$ cat config.mk
export PLATFORM = sky130hd
export DESIGN_NAME = tcw_ctrl
export DESIGN_NICKNAME = d
export VERILOG_FILES = /design/src/tcw_pkg.sv /design/src/tcw_ctrl.sv
export SDC_FILE = /design/constraint.sdc
export NUM_CORES = 1
export LEC_CHECK = 0
export ABC_AREA = 1
export ABC_CLOCK_PERIOD_IN_PS = 1300
export BUFFER_PORTS_ARGS = -buffer_cell sky130_fd_sc_hd__buf_2
export CAP_MARGIN = 15
export CORE_AREA = 2 2 39 41
export DETAILED_ROUTE_END_ITERATION = 7
export DIE_AREA = 0 0 41 43
export PLACE_DENSITY_LB_ADDON = 0.1
export RECOVER_POWER = 25
export SLEW_MARGIN = 10
export SYNTH_ARGS = -nofsm -noshare
export SYNTH_HDL_FRONTEND = slang
export SYNTH_SLANG_ARGS = --single-unit
$ cat constraint.sdc
create_clock -name clock -period 1.3 [get_ports clock]
set_clock_uncertainty 0.2 [all_clocks]
set_input_delay 0.065 -clock clock [delete_from_list [all_inputs] [get_ports clock]]
set_output_delay 0.065 -clock clock [all_outputs]
set_load 0.02 [all_outputs]
$ cat src/tcw_pkg.sv
// ----------------------------------------------------------------------------
// tcw_pkg
// Types, codes and helpers of the text console writer.
// ----------------------------------------------------------------------------
package tcw_pkg;

   localparam int WIDTH_DEF  = 80;
   localparam int HEIGHT_DEF = 25;

   localparam logic [1:0] OP_PUT   = 2'd0;
   localparam logic [1:0] OP_CLEAR = 2'd1;
   localparam logic [1:0] OP_READ  = 2'd2;

   localparam logic [0:0] REG_FG = 1'b0;
   localparam logic [0:0] REG_BG = 1'b1;

   localparam logic [7:0] CH_NEWLINE = 8'h0A;
   localparam logic [7:0] CH_SPACE   = 8'h20;

   localparam logic [15:0] CELL_RESET = 16'h0020;

   localparam logic [3:0] FG_RESET = 4'd15;
   localparam logic [3:0] BG_RESET = 4'd0;

   typedef logic [15:0] cell_type;

   typedef struct packed {
      logic [1:0]  op;
      logic [7:0]  char_code;
      logic [3:0]  clear_bg;
      logic [10:0] cell_index;
   } req_type;

   typedef struct packed {
      logic [10:0] cursor_pos;
      logic [15:0] read_data;
   } rsp_type;

   typedef struct packed {
      logic cursor_load;
      logic cell_write;
      logic sweep_start;
      logic sweep_clear;
      logic read_issue;
      logic rsp_load_step;
      logic rsp_load_read;
   } cmd_type;

   typedef struct packed {
      logic will_scroll;
      logic is_newline;
      logic sweep_busy;
   } status_type;

   function automatic cell_type make_cell(logic [3:0] bg, logic [3:0] fg, logic [7:0] ch);
      return {bg, fg, ch};
   endfunction

endpackage

$ cat src/tcw_ctrl.sv
// ----------------------------------------------------------------------------
// tcw_ctrl
// Controller: input and result handshakes, command sequencing.
// ----------------------------------------------------------------------------
module tcw_ctrl (
   input  logic                clock,
   input  logic                reset,
   input  logic                req_valid,
   output logic                req_ready,
   input  logic [1:0]          req_op,
   output logic                rsp_valid,
   input  logic                rsp_ready,
   input  tcw_pkg::status_type status,
   output tcw_pkg::cmd_type    cmd
);
   import tcw_pkg::*;

   localparam logic [1:0] S_SWEEP = 2'd0;
   localparam logic [1:0] S_IDLE  = 2'd1;
   localparam logic [1:0] S_READ  = 2'd2;

   logic [1:0] state_ff, state_in;
   logic       rsp_valid_ff, rsp_valid_in;
   logic       slot_free;
   logic       accept;

   assign slot_free = !rsp_valid_ff || rsp_ready;
   assign req_ready = (state_ff == S_IDLE) && slot_free;
   assign accept    = req_valid && req_ready;
   assign rsp_valid = rsp_valid_ff;

   always_comb begin
      cmd          = '0;
      state_in     = state_ff;
      rsp_valid_in = rsp_valid_ff && !rsp_ready;
      unique case (state_ff)
         S_SWEEP: begin
            if (!status.sweep_busy) begin
               state_in = S_IDLE;
            end
         end
         S_IDLE: begin
            if (accept) begin
               unique case (req_op)
                  OP_PUT: begin
                     cmd.cursor_load   = 1'b1;
                     cmd.cell_write    = !status.is_newline;
                     cmd.rsp_load_step = 1'b1;
                     rsp_valid_in      = 1'b1;
                     if (status.will_scroll) begin
                        cmd.sweep_start = 1'b1;
                        state_in        = S_SWEEP;
                     end
                  end
                  OP_CLEAR: begin
                     cmd.cursor_load   = 1'b1;
                     cmd.sweep_start   = 1'b1;
                     cmd.sweep_clear   = 1'b1;
                     cmd.rsp_load_step = 1'b1;
                     rsp_valid_in      = 1'b1;
                     state_in          = S_SWEEP;
                  end
                  OP_READ: begin
                     cmd.read_issue = 1'b1;
                     state_in       = S_READ;
                  end
                  default: begin
                     cmd.rsp_load_step = 1'b1;
                     rsp_valid_in      = 1'b1;
                  end
               endcase
            end
         end
         S_READ: begin
            cmd.rsp_load_read = 1'b1;
            rsp_valid_in      = 1'b1;
            state_in          = S_IDLE;
         end
         default: begin
            state_in = S_SWEEP;
         end
      endcase
   end

   always_ff @(posedge clock) begin
      if (reset) begin
         state_ff     <= S_SWEEP;
         rsp_valid_ff <= 1'b0;
      end else begin
         state_ff     <= state_in;
         rsp_valid_ff <= rsp_valid_in;
      end
   end

endmodule

Word-level counts from Yosys, hierarchy flattened
Index checks and enable logic that the tools add are counted.

word-level totals
  bits in registers = 3
  logic and storage cells = 39
  output and inout bits = 9

cells by class
  mux-type cells = 18
  equal/unequal tests = 8
  reductions and logical operators = 11

operators with widths
  operator              count
  $mux W6               2
  $pmux W2 S3           2
  $mux W1               9
  $mux W2               3
  $eq A2 B1 Y1 const B  2
  $eq A2 B2 Y1 const B  2
  $logic_not A2 Y1      2
  $ne A2 B2 Y1 const B  2
  $ne A4 B1 Y1 const B  1
  $pmux W1 S2           2
  $reduce_and A4 Y1     1
  $logic_and A1 B1 Y1   3
  $logic_not A1 Y1      3
  $ne A3 B3 Y1 const B  1
  $reduce_or A2 Y1      1
  $logic_or A1 B1 Y1    1

Depth between registers and ports, before layout
Gate-level depths: netlist (run 1).

  depth in word-level cells = 6
  mapped depth = 9
  depth with buffers taken out = 9

Worst setup path before layout (run 1)
Ideal clock, no wire load.

  kind = register to output
  start = reg state_ff[1]
  end = out cmd[5] (netlist bit)
  arrival time = 1.298 ns
  path buffers = 0
  path slack = -0.263 ns
  cell stages (with the launch flop) = 5
  required time = 1.035 ns
  cells stage by stage = dfxtp_1 -> inv_1 -> ha_1 -> nand3_4 -> nor3_1

RTL lines
  element                 line            text
  start, declared         tcw_ctrl.sv:22  logic [1:0] state_ff, state_in;
  start signal, assigned  tcw_ctrl.sv:90  state_ff <= state_in;
  end, declared           tcw_ctrl.sv:14  output tcw_pkg::cmd_type cmd

==> results.md, run 1 <==
- The number of pins exceeding their max-slew limit in the final report was 0.
- The post-layout instance area is 658.1 sq um.
- The clock buffer count from CTS is 3.
- The final antenna-violating net count is 0.
- By area, the combinational part of the netlist is dominated by simple AND/OR/NAND/NOR gates.
- The setup path with the least slack is of type flip-flop to output port.
- The run finished, with violations left.
- The type of element capturing the critical path is an output port.
- Before CTS, the worst setup slack after placement is -0.1064 ns.
- The final hold violation count is 0.
- The total number of yosys warnings is 0.
- Yosys attributes the largest share of cell area to sky130_fd_sc_hd__ha_1 24%, sky130_fd_sc_hd__dfxtp_1 16%, sky130_fd_sc_hd__inv_1 16%.
- At the worst endpoint, the required time is 1.03 ns.
- In this run the tool buffered the top-level ports with 17 buffer cells.
- Routability-driven placement finished with a final weighted congestion of 0.7059.
- The number of nets produced by synthesis is 73.
- The type of element launching the critical path is a flip-flop.
- The initial antenna violation count is 0.
- The checks that failed: setup timing.
- The clock reaches the later pin of the worst-skew pair after 0.23 ns.
- The tool flagged a number of max-cap violations equal to 0.
- Fill cells in the final layout number 145.
- The slew at the pin closest to its max-slew limit is 0.1514 ns.
- For this run, the register share of the synthesized area comes to 16.22%.
- Power spread over the standard cell area amounts to 1887 nW/um^2.
- The clock period minus worst slack is 1.428 ns.
- Detailed placement ended at an HPWL of 677.9 um.
- The tree is rooted in a sky130_fd_sc_hd__clkbuf_4.
- The via count of the first global-routing pass is 359.
- The remaining global-route overflow is 0.
- Timing would allow up to 0.7004 GHz.
- The number of sinks on the clock net is 3.
- The core region is 1384 sq um.
- The register clock-pin slew on the reported worst setup and hold paths is 0.04 ns.
- Setup repair after global routing could not meet its margin everywhere.
- The post-route worst hold slack is 0.08586 ns.
- In this run the worst hold path is classified as primary input to flip-flop.
- Synthesis instantiated 15 different standard cells from the library.
- The arrival time of data at the critical path endpoint is 1.16 ns.
- The number of setup violations in the final report is 10.
- Measured against its own limit, the worst slew margin works out to 89.88%.
- The DRC marker count from the first detailed-route iteration is 2.
- The maximum vdd ir drop is 820.5 uV.
- The synthesized area is 370.4 sq um.
- The number of iterations in the first detailed-routing pass is 3.
- After Yosys synthesis, full adders, half adders and majority gates account for 23.65% of the synthesized area.
- The post-synthesis compound-gate area fraction is 9.459%.
- The number of cells produced by synthesis is 57.
- Summing internal, switching and leakage power gives 0.001242 W.
- The number of top-level pins is 18.
- The worst path uses 109.8% of the clock period.
- The initialized floorplan defines 14 standard-cell rows.
- The share of cell area taken by muxes after synthesis is 0%.
- Across every metal layer, demand over resource in global routing totals 10.81%.
- The detailed router placed 419 vias in this run.
- The H-tree depth is 1.
- TritonCTS built the clock tree.
- The die is 41 um wide.
- Of the cells placed in the final design, the portion with a size suffix greater than 1 is 52.33%.
- Summed over all layers, the routed wires come to 833 um.
- Relative to the synthesized area, the layout overhead comes to 77.70%.
- The via density per instance is 4.108.
- The static leakage is 0.3568 nW.
- Entering global routing, the biggest net connects 9 pins.
- In the final routed layout, each cell accounts on average for 8.167 um.
- The cell type with the highest aggregate area in the netlist is sky130_fd_sc_hd__ha_1.
- The synthesized netlist devotes 34.46% of its cell area to simple gates.
- Setup total negative slack on the finished layout was measured at -1.007 ns.
- The initial cell density of the core is 26.76%.
- The die footprint is 1763 sq um.
- Measured along the y axis, the die boundary spans 43 um.
- The net count of the finished layout is 103.
- Along the worst path, the maximum fanout reaches 8.
- A synthesized cell averages 6.497 sq um.
- The antenna diode count is 0.
- The clock passes through at most 2 buffers.
- The first global-routing pass estimated 1297 um of wire.
- The number of design rule violations left after detail routing is 0.
- Counting flops and latches in the post-synthesis netlist gives 3.
- The parity-gate share of the synthesized area counting xor and xnor cells is 0%.
- The placement-stage cell area is 523.0 sq um.
- The area fraction of the dominant cell type after synthesis is 23.65%.
- In the post-route analysis, the smallest setup slack over all paths is -0.1277 ns.
## layout make-up
cell class	count	area (sq um)	share of cell area (%)
repair buffers	25	178.9	27.19
clock buffers	4	26.28	3.992
inverters	16	60.06	9.125
flip-flops and latches	3	65.06	9.886
multi-input cells	38	307.8	46.77
well taps	16	20.02	3.042
## cells in the mapped netlist
library cell	count
sky130_fd_sc_hd__inv_1	16
sky130_fd_sc_hd__nand2_1	9
sky130_fd_sc_hd__nor2_1	8
sky130_fd_sc_hd__ha_1	7
sky130_fd_sc_hd__a21oi_1	3
sky130_fd_sc_hd__dfxtp_1	3
sky130_fd_sc_hd__nand4_1	2
sky130_fd_sc_hd__o21bai_1	2
sky130_fd_sc_hd__nand2_2	1
sky130_fd_sc_hd__nand3_1	1
sky130_fd_sc_hd__nand3_2	1
sky130_fd_sc_hd__nand3_4	1
sky130_fd_sc_hd__nand3b_1	1
sky130_fd_sc_hd__nor3_1	1
sky130_fd_sc_hd__o21ai_0	1
## sequential cells by signal (all words and copies together) (netlist names)
signal and cells:
rsp_valid 1, state_ff 2
## path summary, 6_finish.rpt
kind | startpoint | end | slack (ns) | depth (start not counted)
worst max-delay path | state_ff[1] | cmd[5] | -0.13 | 5
worst min register to register | state_ff[0] | state_ff[0] | 0.45 | 4
worst max register to register | state_ff[1] | state_ff[1] | -0.10 | 9
worst min-delay path | status[0] | state_ff[1] | 0.09 | 8
## through the flow
stage / instances / utilization [%]
3_3_place_gp: 93 / 37.79
2_1_floorplan: 57 / -
6_report: 102 / 47.56
5_1_grt: 102 / 47.56
3_5_place_dp: 93 / 37.79
4_1_cts: 102 / 46.47
## layout by cell type (no fill, tap or decap)
cell / n
sky130_fd_sc_hd__inv_1: 12
sky130_fd_sc_hd__buf_4: 12
sky130_fd_sc_hd__nand2_1: 9
sky130_fd_sc_hd__buf_2: 9
sky130_fd_sc_hd__nor2_1: 5
sky130_fd_sc_hd__inv_2: 4
sky130_fd_sc_hd__ha_1: 4
sky130_fd_sc_hd__nor2_2: 3
sky130_fd_sc_hd__ha_4: 3
sky130_fd_sc_hd__clkbuf_4: 3
sky130_fd_sc_hd__buf_6: 3
sky130_fd_sc_hd__a21oi_2: 2
sky130_fd_sc_hd__o21bai_1: 2
sky130_fd_sc_hd__nand4_1: 2
sky130_fd_sc_hd__nand3_4: 1
sky130_fd_sc_hd__nor3_2: 1
sky130_fd_sc_hd__a21oi_1: 1
sky130_fd_sc_hd__o21ai_1: 1
sky130_fd_sc_hd__nand2_2: 1
sky130_fd_sc_hd__nand3b_1: 1
sky130_fd_sc_hd__nand3_1: 1
sky130_fd_sc_hd__nand3_2: 1
sky130_fd_sc_hd__clkbuf_1: 1
sky130_fd_sc_hd__dlygate4sd3_1: 1
sky130_fd_sc_hd__dfxtp_1: 1
sky130_fd_sc_hd__dfxtp_4: 1
sky130_fd_sc_hd__dfxtp_2: 1
## worst max-delay path, stage by stage (launching register included)
cell                      delay, ns
sky130_fd_sc_hd__dfxtp_2       0.31
sky130_fd_sc_hd__inv_2         0.07
sky130_fd_sc_hd__ha_4          0.16
sky130_fd_sc_hd__nand3_4       0.12
sky130_fd_sc_hd__nor3_2        0.12
sky130_fd_sc_hd__buf_4         0.15
## metal layers
metal	vias up	track usage (%)	routed length (um)
met5	-	0	0
met4	0	6.000	0
met3	0	1.571	33
met2	10	19.06	438
met1	179	11.15	361
li1	230	-	-
## power breakdown
part | total, W | internal, W | switching, W
sequential | 0.000180 | 0.000147 | 0.0000327
combinational | 0.000904 | 0.000433 | 0.000471
clock | 0.000158 | 0.000115 | 0.0000435
## logic make-up (layout without fill, tap and decap cells)
group,Yosys count,in the layout
AND/OR/NAND/NOR,25,25
adder cells (fa/ha/maj),7,7
AO/OA/AOI/OAI,6,6
buffers and inverters,16,45
flip-flops,3,3
## what timing repair did
item	4_1_cts	5_1_grt
hold buffers	1	0
buffers inserted	4	0
pin swaps	7	1
cloned	0	0
resized for setup	18	6
endpoints found under the setup margin	11	11
endpoints found under the hold margin	3	0
(Power assumes the default switching activity.)
==> inputs of run 2 (changes only) <==
--- a/config.mk
+++ b/config.mk
@@ -14,6 +14,7 @@
 export DIE_AREA = 0 0 41 43
 export PLACE_DENSITY_LB_ADDON = 0.1
 export RECOVER_POWER = 25
+export REMOVE_ABC_BUFFERS = 1
 export SLEW_MARGIN = 10
 export SYNTH_ARGS = -nofsm -noshare
 export SYNTH_HDL_FRONTEND = slang
==> run 2 against run 1 <==
Net effect:
- the run still ends with setup timing left
- sequential cell count did not move
- design area rose by 5.9%
- clock power about the same
- worst setup slack worse by 0.0043 ns
- via count rose by 4.1%
- global-route usage fell by 0.068 points
- non-clock buffer count grew 3
- critical path type unchanged
- largest power group unchanged
==> results.md, run 2 (synthesized netlist as in run 1, its figures left out) <==
- The H-tree depth is 1.
- Entering global routing, the biggest net connects 9 pins.
- The final reports fail on setup timing.
- Dividing the detail-routed wire length by the instance count gives 8.086 um.
- Once detail routing completed, the nets flagged for antenna violations numbered 0.
- The type of element capturing the critical path is an output port.
- The path class of the tightest hold or removal check is primary input to flip-flop.
- The initial antenna violation count was 0.
- The final hold violation count is 0.
- The category of the critical setup timing path is flip-flop to output port.
- After clock tree synthesis, the clock-pin slew on the worst setup and hold paths is 0.03 ns.
- state_ff holds more flip-flops than any other register.
- The floorplan step set the die width to 41 um.
- The post-route worst hold slack is 0.09423 ns.
- The run finished, with violations left.
- For this block, the initial DRC count from the detailed router was 3.
- The via density per instance is 4.152.
- The library cells used most frequently in the layout, excluding fill and tap cells, are 12 x sky130_fd_sc_hd__inv_1, 12 x sky130_fd_sc_hd__buf_4, 9 x sky130_fd_sc_hd__nand2_1, 9 x sky130_fd_sc_hd__buf_2, 7 x sky130_fd_sc_hd__nor2_1.
- The sum of buffers and inverters on the critical path is 2.
- The antenna diode count is 0.
- Across the VDD grid, the largest voltage drop is 951.1 uV.
- The clock period minus worst slack is 1.432 ns.
- TritonCTS built the clock tree.
- After layout, the worst path uses 110.2% of the clock period.
- For the pin with the worst max-slew slack, the measured transition is 0.1484 ns.
- For this run the aggregate overflow at the end of global routing stands at 0.
- The share of final-layout standard cells stronger than drive strength 1 is 51.69%.
- The pre-antenna-repair detailed-routing pass consisted of 4 iterations.
- The clock passes through at most 2 buffers.
- Routability-driven placement finished with a final weighted congestion of 0.7031.
- The initial cell density of the core is 26.76%.
- The clock latency reported for the late side of the worst-skew pair is 0.23 ns.
- The static leakage is 0.3761 nW.
- The first-pass GRT wire length is 1304 um.
- Setup violations remaining at the end of the flow were counted as 10.
- Pin placement for this block handled 18 I/O pins.
- The core region is 1384 sq um.
- The number of sinks on the clock net is 3.
- The number of pins exceeding their max-slew limit in the final report is 0.
- The largest single stage delay on the critical path is 0.31 ns.
- The number of flip-flops under the largest register name is 2.
- The arrival time of data at the critical path endpoint is 1.17 ns.
- The vertical extent of the die is 43 um.
- The total area of sequential cells is 65.06 sq um.
- The max-cap violation count is 0.
- Walking the worst path, the cells encountered are inv_2 -> ha_4 -> nand3_4 -> nor3_2 -> buf_4.
- The number of filler instances in the final layout is 138.
- The family of cells with the greatest summed delay on the critical path is flip-flops.
- Compared with the post-synthesis result, the final layout area differs by 88.18%.
- The data required time of the critical path is 1.03 ns.
- In this run the clock root is driven by a sky130_fd_sc_hd__clkbuf_4.
- The placed wire-length estimate after detailed placement is 695 um.
- The placement-stage cell area is 528.0 sq um.
- The remaining max-slew budget at the tightest pin is 90.04%.
- The final layout contains 106 nets.
- Summing over every cut layer, the via total after detailed routing is 436.
- Static timing analysis puts the maximum clock frequency at 0.6983 GHz.
- Buffers inserted during clock tree synthesis total 3.
- Setup repair after global routing could not meet its margin everywhere.
- Among all stages on the critical path, the largest delay is contributed by sky130_fd_sc_hd__dfxtp_2.
- Along the worst path, the maximum fanout reaches 8.
- The floorplan has 14 rows.
- The total detailed-routing wirelength is 849 um.
- After detailed routing, the number of remaining DRC violations is 0.
- Power spread over the standard cell area amounts to 1897 nW/um^2.
- After routing the design area is 696.9 sq um.
- The total of buffers placed on input and output ports is 17.
- The worst setup margin is -0.1320 ns.
- The summed negative setup slack over all endpoints is -0.9525 ns.
- The die covers 1763 sq um.
- The type of element launching the critical path is a flip-flop.
- The via count of the first global-routing pass is 374.
- In the final layout, the multi-input gates occupy 312.8 sq um.
- The post-route total power is 0.001322 W.
- The combined global-route utilization of all metal layers is 10.74%.
run 2: changes by cell type in the layout (fill, tap and decap cells not counted):
cell / delta
sky130_fd_sc_hd__buf_6: +3
sky130_fd_sc_hd__nand2_2: -1
sky130_fd_sc_hd__nand2_4: +1
sky130_fd_sc_hd__nor2_1: +2
sky130_fd_sc_hd__nor2_2: -3
sky130_fd_sc_hd__nor2_4: +1
run 2: through the flow:
step | utilization (%) | instances | setup WS (ns)
2_1_floorplan | - | 57 | -0.2633
3_3_place_gp | 38.16 | 97 | -0.1319
3_5_place_dp | 38.16 | 97 | -0.1243
4_1_cts | 49.46 | 106 | -0.1431
5_1_grt | 50.36 | 105 | -0.2198
6_report | 50.36 | 105 | -0.1320
run 2: final cells by class:
type / instances / area share [%]
Multi-Input combinational cell: 38 / 44.88
Timing Repair Buffer: 28 / 30.52
Sequential cell: 3 / 9.336
Inverter: 16 / 8.618
Clock buffer: 4 / 3.770
Tap cell: 16 / 2.873
run 2: per-layer routing:
layer	wire length (um)	share of wire (%)	vias up	track usage, %
met2	458	54	8	19.69
met4	0	0	0	6.000
met1	363	43	187	11.25
met5	0	0	-	0
met3	27	3.2	0	0
li1	-	-	241	-
run 2: repair_timing:
| action | in CTS | in global routing |
|---|---|---|
| endpoints found under the setup margin | 11 | 11 |
| resized for setup | 28 | 6 |
| endpoints found under the hold margin | 3 | 0 |
| setup buffers | 4 | 0 |
| pin swaps | 7 | 2 |
| hold buffers | 1 | 0 |
run 2: where the power goes:
part	leakage [nW]	switching [W]	total [W]	internal [W]
combinational	0.335	0.000492	0.000986	0.000493
sequential	0.0257	0.0000323	0.000180	0.000147
clock	0.0150	0.0000425	0.000157	0.000115
run 2: path summary, 6_finish.rpt:
check / cells past startpoint / endpoint / slack, ns / from
worst min-delay path: 8 / state_ff[1] / 0.09 / status[0]
worst min register to register: 5 / state_ff[0] / 0.54 / state_ff[0]
worst max register to register: 10 / state_ff[0] / -0.09 / state_ff[1]
worst max-delay path: 5 / cmd[5] / -0.13 / state_ff[1]
run 2: worst min-delay path, cell delays in order:
cell                      delay, ns
sky130_fd_sc_hd__buf_2         0.08
sky130_fd_sc_hd__nand2_1       0.04
sky130_fd_sc_hd__nand2_1       0.07
sky130_fd_sc_hd__inv_2         0.04
sky130_fd_sc_hd__nand3_2       0.07
sky130_fd_sc_hd__nand2_1       0.04
sky130_fd_sc_hd__inv_1         0.04
sky130_fd_sc_hd__nor2_1        0.03
==> inputs of run 3 (changes only) <==
--- a/config.mk
+++ b/config.mk
@@ -15,6 +15,7 @@
 export PLACE_DENSITY_LB_ADDON = 0.1
 export RECOVER_POWER = 25
 export REMOVE_ABC_BUFFERS = 1
+export SKIP_CTS_REPAIR_TIMING = 1
 export SLEW_MARGIN = 10
 export SYNTH_ARGS = -nofsm -noshare
 export SYNTH_HDL_FRONTEND = slang
==> run 3 against run 2 <==
Net effect:
- the flow still finishes with violations (setup timing)
- critical path depth unchanged
- worst hold slack got worse by 0.011 ns
- die area unchanged
- global-route usage decreased by 1.1 points
- sequential share of layout area increased by 0.61 points
- worst setup slack got worse by 0.0031 ns
- sequential cell count unchanged
- fmax decreased by 0.22%
- utilization decreased by 3.1 points
- critical endpoint unchanged
==> results.md, run 3 (synthesized netlist as in run 1, its figures left out) <==
- The flow ran to the end, but the final reports show violations.
- The checks that failed: setup timing.
- At the placement stage, the worst setup path has a slack of -0.1243 ns.
- The post-route netlist has 48.28% of its cells at a drive strength greater than 1.
- The via density per instance is 4.117.
- The type of element capturing the critical path is an output port.
- For this run, the total global-route usage over all layers was measured as 9.639%.
- The number of cell rows is 14.
- The number of filler instances in the final layout is 140.
- The maximum vdd ir drop is 909.5 uV.
- The static leakage is 0.3589 nW.
- The number of flip-flops under the largest register name is 2.
- The register with the most flip-flops is state_ff.
- The maximum fanout encountered on the critical timing path is 8.
- The type of element launching the critical path is a flip-flop.
- The register clock-pin slew on the reported worst setup and hold paths is 0.03 ns.
- STA puts the critical path data required time at 1.03 ns.
- In this run the number of H-tree levels came out at 1.
- The final hold violation count is 0.
- The die is 43 um tall.
- The slew at the pin closest to its max-slew limit is 0.2127 ns.
- Compared with the post-synthesis result, the final layout area differs by 76.69%.
- The cell area power density is 1855 nW/um^2.
- For this run the aggregate overflow at the end of global routing stands at 0.
- The initial antenna violation count is 0.
- Setup slack on the critical path of the routed design comes to -0.1351 ns.
- The number of design rule violations left after detail routing is 0.
- The clock root buffer is sky130_fd_sc_hd__clkbuf_4.
- The tool flagged a number of max-cap violations equal to 0.
- The final non-filler cell total is 103.
- The number of pins exceeding their max-slew limit in the final report came to 0.
- The floorplan step defined a core boundary enclosing 1384 sq um.
- The via count of the first global-routing pass came to 352.
- The worst setup path is of the flip-flop to output port kind.
- The number of vias in the routed layout is 424.
- Adding up every negative setup slack in the final design gives -1.062 ns.
- Once placement completed, the tool counted placed cells totaling 97.
- Clock tree synthesis found a total of 3 sinks.
- In the final design database the tool counted 104 nets.
- The number of setup violations in the final report is 10.
- The clock latency reported for the late side of the worst-skew pair is 0.23 ns.
- The number of antenna diodes in the final layout is 0.
- After legalization and detailed placement, the total HPWL measured 695 um.
- Entering global routing, the biggest net connects 9 pins.
- The first-pass GRT wire length is 1173 um.
- The initial cell density of the core is 26.76%.
- The total detailed-routing wirelength is 838 um.
- The per-cell routed wire length is 8.136 um.
- Derived from the worst setup path, the maximum achievable clock frequency is 0.6968 GHz.
- The clock buffer count from CTS is 3.
- The final antenna-violating net count is 0.
- The maximum buffer depth of the clock tree is 2.
- In this run the worst hold path is classified as primary input to flip-flop.
- The arrival time of data at the critical path endpoint is 1.17 ns.
- The library cells used most frequently in the layout, excluding fill and tap cells, are 14 x sky130_fd_sc_hd__buf_4, 13 x sky130_fd_sc_hd__inv_1, 9 x sky130_fd_sc_hd__nand2_1, 9 x sky130_fd_sc_hd__buf_2, 8 x sky130_fd_sc_hd__nor2_1.
- For this run, the detailed router's first-pass iteration total came to 3.
- Leaving out fill and tap cells, the most frequent cell in the layout is sky130_fd_sc_hd__buf_4.
- The final period utilization is 110.4%.
- The clock period minus worst slack is 1.435 ns.
- Setup repair after global routing could not meet its margin everywhere.
- TritonCTS built the clock tree.
- Routability-driven placement finished with a final weighted congestion of 0.7031.
- The x dimension of the die is 41 um.
- Headroom to the max-slew limit came out at 85.67%.
- The die footprint is 1763 sq um.
- For this block, the initial DRC count from the detailed router was 4.
- 18 I/O pins were placed.
- The total of buffers placed on input and output ports is 17.
run 3: report_power, final:
part / leakage, nW / switching [W] / internal (W)
sequential: 0.0257 / 0.0000323 / 0.000147
clock: 0.0150 / 0.0000425 / 0.000115
combinational: 0.318 / 0.000455 / 0.000422
run 3: cell type report:
| class | count | area, sq um | area share, % |
|---|---|---|---|
| flip-flops and latches | 3 | 65.06 | 9.943 |
| repair buffers | 26 | 182.7 | 27.92 |
| clock buffers | 4 | 26.28 | 4.015 |
| well taps | 16 | 20.02 | 3.059 |
| multi-input cells | 38 | 300.3 | 45.89 |
| inverters | 16 | 60.06 | 9.178 |
run 3: worst paths after layout:
path / start / to / slack [ns] / cells past startpoint
worst max-delay path: state_ff[1] / cmd[5] / -0.14 / 5
worst min-delay path: status[0] / state_ff[1] / 0.08 / 8
worst max register to register: state_ff[1] / state_ff[0] / -0.09 / 10
worst min register to register: state_ff[0] / state_ff[0] / 0.54 / 5
run 3: worst max-delay path, stage by stage, from the launching register on:
cell and delay [ns]:
sky130_fd_sc_hd__dfxtp_2 0.31, sky130_fd_sc_hd__inv_2 0.07, sky130_fd_sc_hd__ha_4 0.16, sky130_fd_sc_hd__nand3_4 0.12, sky130_fd_sc_hd__nor3_2 0.12, sky130_fd_sc_hd__buf_4 0.16
run 3: layer usage:
| metal | share of wire [%] | GRT usage [%] | wire length (um) | vias up |
|---|---|---|---|---|
| met5 | 0 | 0 | 0 | - |
| met2 | 51 | 17.50 | 429 | 8 |
| li1 | - | - | - | 236 |
| met3 | 3.2 | 0 | 27 | 0 |
| met4 | 0 | 6.000 | 0 | 0 |
| met1 | 45 | 9.968 | 381 | 180 |
run 3: per-stage QoR:
stage	utilization, %	area [sq um]	total power (W)	hold slack (ns)
floorplan	-	370.4	0.0006093	0.01306
global placement	38.16	528.0	0.0008829	0.1384
detailed placement	38.16	528.0	0.0008846	0.1368
CTS	40.05	554.3	0.001051	-0.1081
global route	47.29	654.4	0.001329	0.1292
finish	47.29	654.4	0.001214	0.08334
